**src/design/lppw_pkg.sv**
```systemverilog
`default_nettype none
package lppw_pkg;

  // default display geometry
  localparam int DEF_WIDTH  = 128;
  localparam int DEF_HEIGHT = 64;

  // controller command bytes
  localparam logic [7:0] CMD_PAGE     = 8'hB0;
  localparam logic [7:0] CMD_COL_HIGH = 8'h10;
  localparam logic [3:0] NIBBLE_MASK  = 4'hF;

  // position of each byte inside one burst
  localparam logic [1:0] BYTE_PAGE    = 2'd0;
  localparam logic [1:0] BYTE_COL_HI  = 2'd1;
  localparam logic [1:0] BYTE_COL_LO  = 2'd2;
  localparam logic [1:0] BYTE_DATA    = 2'd3;

  // pixel operation
  typedef enum logic [1:0] {
    MODE_CLEAR  = 2'd0,
    MODE_SET    = 2'd1,
    MODE_TOGGLE = 2'd2,
    MODE_KEEP   = 2'd3
  } draw_mode_t;

  // controller to datapath
  typedef struct packed {
    logic clear;    // write zero at the sweep address and advance
    logic capture;  // latch the request, its read is under way
    logic modify;   // write back the updated byte, start the burst
    logic advance;  // step to the next byte of the burst
  } ctl_cmd_t;

  // datapath to controller
  typedef struct packed {
    logic clear_last;  // sweep is at the last entry
    logic on_screen;   // request at the input lies on the display
    logic burst_last;  // data byte is being presented
  } ctl_stat_t;

endpackage
`default_nettype wire

```
**src/design/lppw_ctrl.sv**
```systemverilog
`default_nettype none
module lppw_ctrl (
  input  wire logic                 clk,
  input  wire logic                 rst_n,
  input  wire logic                 in_valid,
  output logic                      in_stall,
  output logic                      out_valid,
  input  wire logic                 out_stall,
  input  wire lppw_pkg::ctl_stat_t  stat,
  output lppw_pkg::ctl_cmd_t        cmd
);
  import lppw_pkg::*;

  typedef enum logic [1:0] {
    ST_CLEAR,
    ST_IDLE,
    ST_MODIFY,
    ST_SEND
  } state_t;

  state_t state_r, state_nxt;
  logic   in_stall_r, in_stall_nxt;
  logic   out_valid_r, out_valid_nxt;

  // next state and commands
  always_comb begin
    state_nxt = state_r;
    cmd       = '0;
    unique case (state_r)
      ST_CLEAR: begin
        cmd.clear = 1'b1;
        if (stat.clear_last) begin
          state_nxt = ST_IDLE;
        end
      end
      ST_IDLE: begin
        if (in_valid) begin
          cmd.capture = 1'b1;
          if (stat.on_screen) begin
            state_nxt = ST_MODIFY;
          end
        end
      end
      ST_MODIFY: begin
        cmd.modify = 1'b1;
        state_nxt  = ST_SEND;
      end
      ST_SEND: begin
        if (!out_stall) begin
          if (stat.burst_last) begin
            state_nxt = ST_IDLE;
          end else begin
            cmd.advance = 1'b1;
          end
        end
      end
      default: state_nxt = ST_CLEAR;
    endcase
    in_stall_nxt  = (state_nxt != ST_IDLE);
    out_valid_nxt = (state_nxt == ST_SEND);
  end

  // state and registered handshake outputs
  always_ff @(posedge clk) begin
    if (!rst_n) begin
      state_r     <= ST_CLEAR;
      in_stall_r  <= 1'b1;
      out_valid_r <= 1'b0;
    end else begin
      state_r     <= state_nxt;
      in_stall_r  <= in_stall_nxt;
      out_valid_r <= out_valid_nxt;
    end
  end

  assign in_stall  = in_stall_r;
  assign out_valid = out_valid_r;

  // no request taken while the sweep runs
  a_clear_blocks_input: assert property (@(posedge clk) disable iff (!rst_n)
    (state_r == ST_CLEAR) |-> in_stall_r)
    else $error("input open during clearing sweep");

  // never take a request while a burst is being presented
  a_no_overlap: assert property (@(posedge clk) disable iff (!rst_n)
    !(out_valid_r && !in_stall_r))
    else $error("input open while burst pending");

  // write back is followed by the burst
  a_modify_then_send: assert property (@(posedge clk) disable iff (!rst_n)
    (state_r == ST_MODIFY) |=> (out_valid_r && stat.burst_last == 1'b0))
    else $error("burst did not start after write back");

  // the index never steps past the data byte
  a_advance_in_range: assert property (@(posedge clk) disable iff (!rst_n)
    cmd.advance |-> !stat.burst_last)
    else $error("burst index stepped past data byte");

endmodule
`default_nettype wire
```
**config.mk**
```make
export PLATFORM = sky130hd
export DESIGN_NAME = lppw_ctrl
export DESIGN_NICKNAME = d
export VERILOG_FILES = /design/src/design/lppw_pkg.sv /design/src/design/lppw_ctrl.sv
export SDC_FILE = /design/constraint.sdc
export NUM_CORES = 1
export LEC_CHECK = 0
export BUFFER_PORTS_ARGS = -buffer_cell sky130_fd_sc_hd__buf_4
export CAP_MARGIN = 30
export CORE_AREA = 3 3 40 42
export DETAILED_ROUTE_END_ITERATION = 7
export DIE_AREA = 0 0 43 45
export PLACE_DENSITY_LB_ADDON = 0.05
export SYNTH_ARGS = -nofsm -noshare
export SYNTH_HDL_FRONTEND = slang
export SYNTH_SLANG_ARGS = --single-unit
```
**constraint.sdc**
```tcl
create_clock -name clk -period 1.1 [get_ports clk]
set_input_delay 0.055 -clock clk [delete_from_list [all_inputs] [get_ports clk]]
set_output_delay 0.055 -clock clk [all_outputs]
set_load 0.05 [all_outputs]
```
* Word-level counts from Yosys, hierarchy flattened
Index checks and enable logic that the tools add are counted.
** Storage, ports and cells
- Register bits :: 4
- Input port bits :: 7
- Output and inout port bits :: 6
- Logic and storage cells :: 22
** Cells by class
- Eq/ne operators :: 5
- Mux-type cells :: 13
- Reductions and logical operators :: 1
** Operators with widths (count)
- $mux 2 :: 5
- $pmux 2 s4 :: 1
- $mux 1 :: 7
- $eq 2x2->1 const B :: 3
- $eq 2x1->1 const B :: 1
- $logic_not 2->1 :: 1
- $ne 2x1->1 const B :: 1

* Logic depth before layout (Yosys ltp)
- Word-level depth :: 4
- Depth in mapped cells :: 3
- Depth with buffers taken out :: 3

* Worst setup path before layout
OpenSTA, ideal clock, no wires.
- Kind :: register to output
- From :: reg state_r[1]
- To :: out cmd[0] (netlist bit)
- Arrival :: 2.090 ns
- Data required time :: 1.045 ns
- Path slack :: -1.045 ns
- Cell stages (with the launch flop) :: 3
- Buffers on the path :: 0
- Cell sequence :: dfxtp_1 inv_1 nor4b_1
** RTL lines
- from (decl) :: RTL line lppw_ctrl.sv:21 : state_t state_r, state_nxt;
- from (signal assigned) :: RTL line lppw_ctrl.sv:70 : state_r <= state_nxt;
- to (decl) :: RTL line lppw_ctrl.sv:10 : output lppw_pkg::ctl_cmd_t cmd

==> results.tsv <==
stage	metric	value	unit
clocking	hold_buffers	0	
routing	vias_per_cell	3.96	
floorplanning	die_y	45	um
floorplanning	pin_count	13	
setup_path	start_kind	flop	
timing	period_minus_slack	1080	ps
timing	skew	1.85	ps
routing	firstDrtPassIters	2	
clocking	cts.path.max_buffers	2	
cells_and_area	final_cell_mix	buf_4, nor2_1, clkbuf_4	
logic_synthesis	avgSynthCellArea	8.97	sq um
setup_path	cp_top_family	flip-flops	
setup_path	crit_required	1040	ps
logic_synthesis	synth_cell_types	11	
routing	highest_layer	met4	
clocking	cts_buffers	3	
setup_path	critPathKind	reg2out	
floorplanning	die_x	43	um
timing	setup-violations-final	0	
routing	wl_met1	187	um
setup_path	path_max_fanout	4	
clocking	root_buffer	clkbuf_4	
timing	hold_viol	0	
floorplanning	initial_utilization	12.6	%
timing	setup_slack	21.6	ps
cells_and_area	drive_gt1_share	61.8	%
floorplanning	row_count	13	
logic_synthesis	seq_area_frac_synth	49.6	%
logic_synthesis	yosys_warnings	0	
worst_hold_path	hold_class	in2reg	
placement	port_buffers	12	
floorplanning	coreArea	1280	sq um
placement	gp_congestion	0.618	
setup_path	path_buf_inv	2	
timing	finalMaxSlewViolations	0	
routing	remaining_drc_errors	0	
cells_and_area	seq_area	82.6	sq um
setup_path	crit_path_top_delay_cell	dfxtp_2	
grt	grt_usage	6.82	%
logic_synthesis	synthCells	18	
routing	first_iter_violations	2	
logic_synthesis	syn_area	161	sq um
power_and_ir_drop	power_density	1400	nW/um^2
status	status	complete, no violations	
grt	antenna_found_initial	0	
job	max-cap-violations	0	
clocking	clkSinkCount	4	
grt	grt_overflow	0	
grt	grt_pass1_vias	204	
routing	wl_met3	87	um
power_and_ir_drop	vdd.ir_drop.worst	0.446	mV
logic_synthesis	syn-num-nets	25	
timing	rsz0062_at_grt	yes	
routing	ant_nets	0	
timing	min_period_over_period	98.0	%
timing	max_freq	927	MHz
cells_and_area	area.growth.synth_to_final	105	%
setup_path	cp.arrival	1020	ps
floorplanning	die_area	1940	sq um
cells_and_area	final_common_cell	buf_4	
timing	worstMarginPinSlew	221	ps
routing	vias	194	
placement	place_ws	72.9	ps
routing	wirelength	496	um
clocking	cts_tree	built	
routing	wl_met2	214	um
logic_synthesis	ys_seq_elements	4	
grt	grt_pass1_wl	828	um
setup_path	crit_chain	inv_2, nor4b_4, buf_6	
setup_path	max_stage_delay	320	ps
cells_and_area	fill_cells	147	
cells_and_area	multiInputGateArea	93.8	sq um
routing	avgRoutedWirePerCell	10.1	um
setup_path	cp-end-kind	output port	
cells_and_area	nets	43	
clocking	path_clk_slew	40	ps
timing	tns	0	ps
power_and_ir_drop	power_leakage	0.152	nW
timing	worst_slew_margin_rel	85.2	%
grt	grt_start_max_net_pins	8	
clocking	htree_levels	1	
clocking	worstSkewPairLatency	230	ps
cells_and_area	diodes	0	
[layer usage]
layer | vias up | GRT usage (%)
met5 | - | 0
met4 | 0 | 9.04
met3 | 2 | 5.58
met2 | 12 | 8.38
met1 | 83 | 6.01
li1 | 97 | -
[worst paths after layout]
path                                             from               endpoint  slack [ps]  depth (start not counted)
worst max-delay path            state_r[1]$_SDFF_PN0_                 cmd[0]          20                          3
worst min-delay path                          stat[1]  state_r[1]$_SDFF_PN0_          50                          2
worst max register to register  state_r[0]$_SDFF_PN0_  state_r[1]$_SDFF_PN0_         200                          3
worst min register to register  state_r[1]$_SDFF_PN0_    in_stall$_SDFF_PN1_         540                          2
[area by class of cell]
cell class | instances | area share [%]
repair buffers | 13 | 33.0
clock buffers | 3 | 6.82
flip-flops and latches | 4 | 25.0
inverters | 1 | 1.14
well taps | 15 | 5.68
multi-input cells | 13 | 28.4
[cell families after synthesis]
kind of cell	after synthesis	share of synthesized area, %
flops	4	49.6
simple gates	9	30.2
buf+inv	1	2.32
compound gates	4	17.8
[state kept, by name, indices dropped and copies added, names as in the netlist]
register,cells
in_stall,1
out_valid,1
state_r,2
[cells in the mapped netlist]
cell type | number | area share (%)
o21a_1 | 1 | 4.7
a31o_1 | 1 | 5.4
a31oi_1 | 2 | 7.8
inv_1 | 1 | 2.3
nor4b_1 | 1 | 5.4
nand2_1 | 1 | 2.3
nor2_1 | 4 | 9.3
nor2b_1 | 1 | 3.9
and3_1 | 1 | 3.9
and3b_1 | 1 | 5.4
dfxtp_1 | 4 | 50
[where the power goes]
| group | total (mW) | switching (mW) | internal, mW | leakage [nW] |
|---|---|---|---|---|
| sequential | 0.164 | 0.00763 | 0.157 | 0.0336 |
| combinational | 0.120 | 0.0709 | 0.0489 | 0.105 |
| clock | 0.179 | 0.0571 | 0.122 | 0.0138 |
[through the flow]
stage / instances / utilization, % / power [mW] / area (sq um) / hold WS, ps
6_report: 49 / 25.7 / 0.463 / 330 / 53.8
5_1_grt: 49 / 25.7 / 0.500 / 330 / 56.6
4_1_cts: 49 / 25.1 / 0.471 / 323 / 49.7
3_5_place_dp: 45 / 22.3 / 0.279 / 287 / 291
3_3_place_gp: 45 / 22.3 / 0.281 / 287 / 297
2_1_floorplan: 18 / - / 0.232 / 178 / 164
[repair_timing]
item / in CTS / in global routing
buffers inserted: 1 / 0
setup endpoints to repair: 3 / 2
hold endpoints to repair: 0 / 0
pin swaps: 1 / 0
gates resized for setup: 4 / 2
No activity file was read; power rests on OpenSTA's default activity.
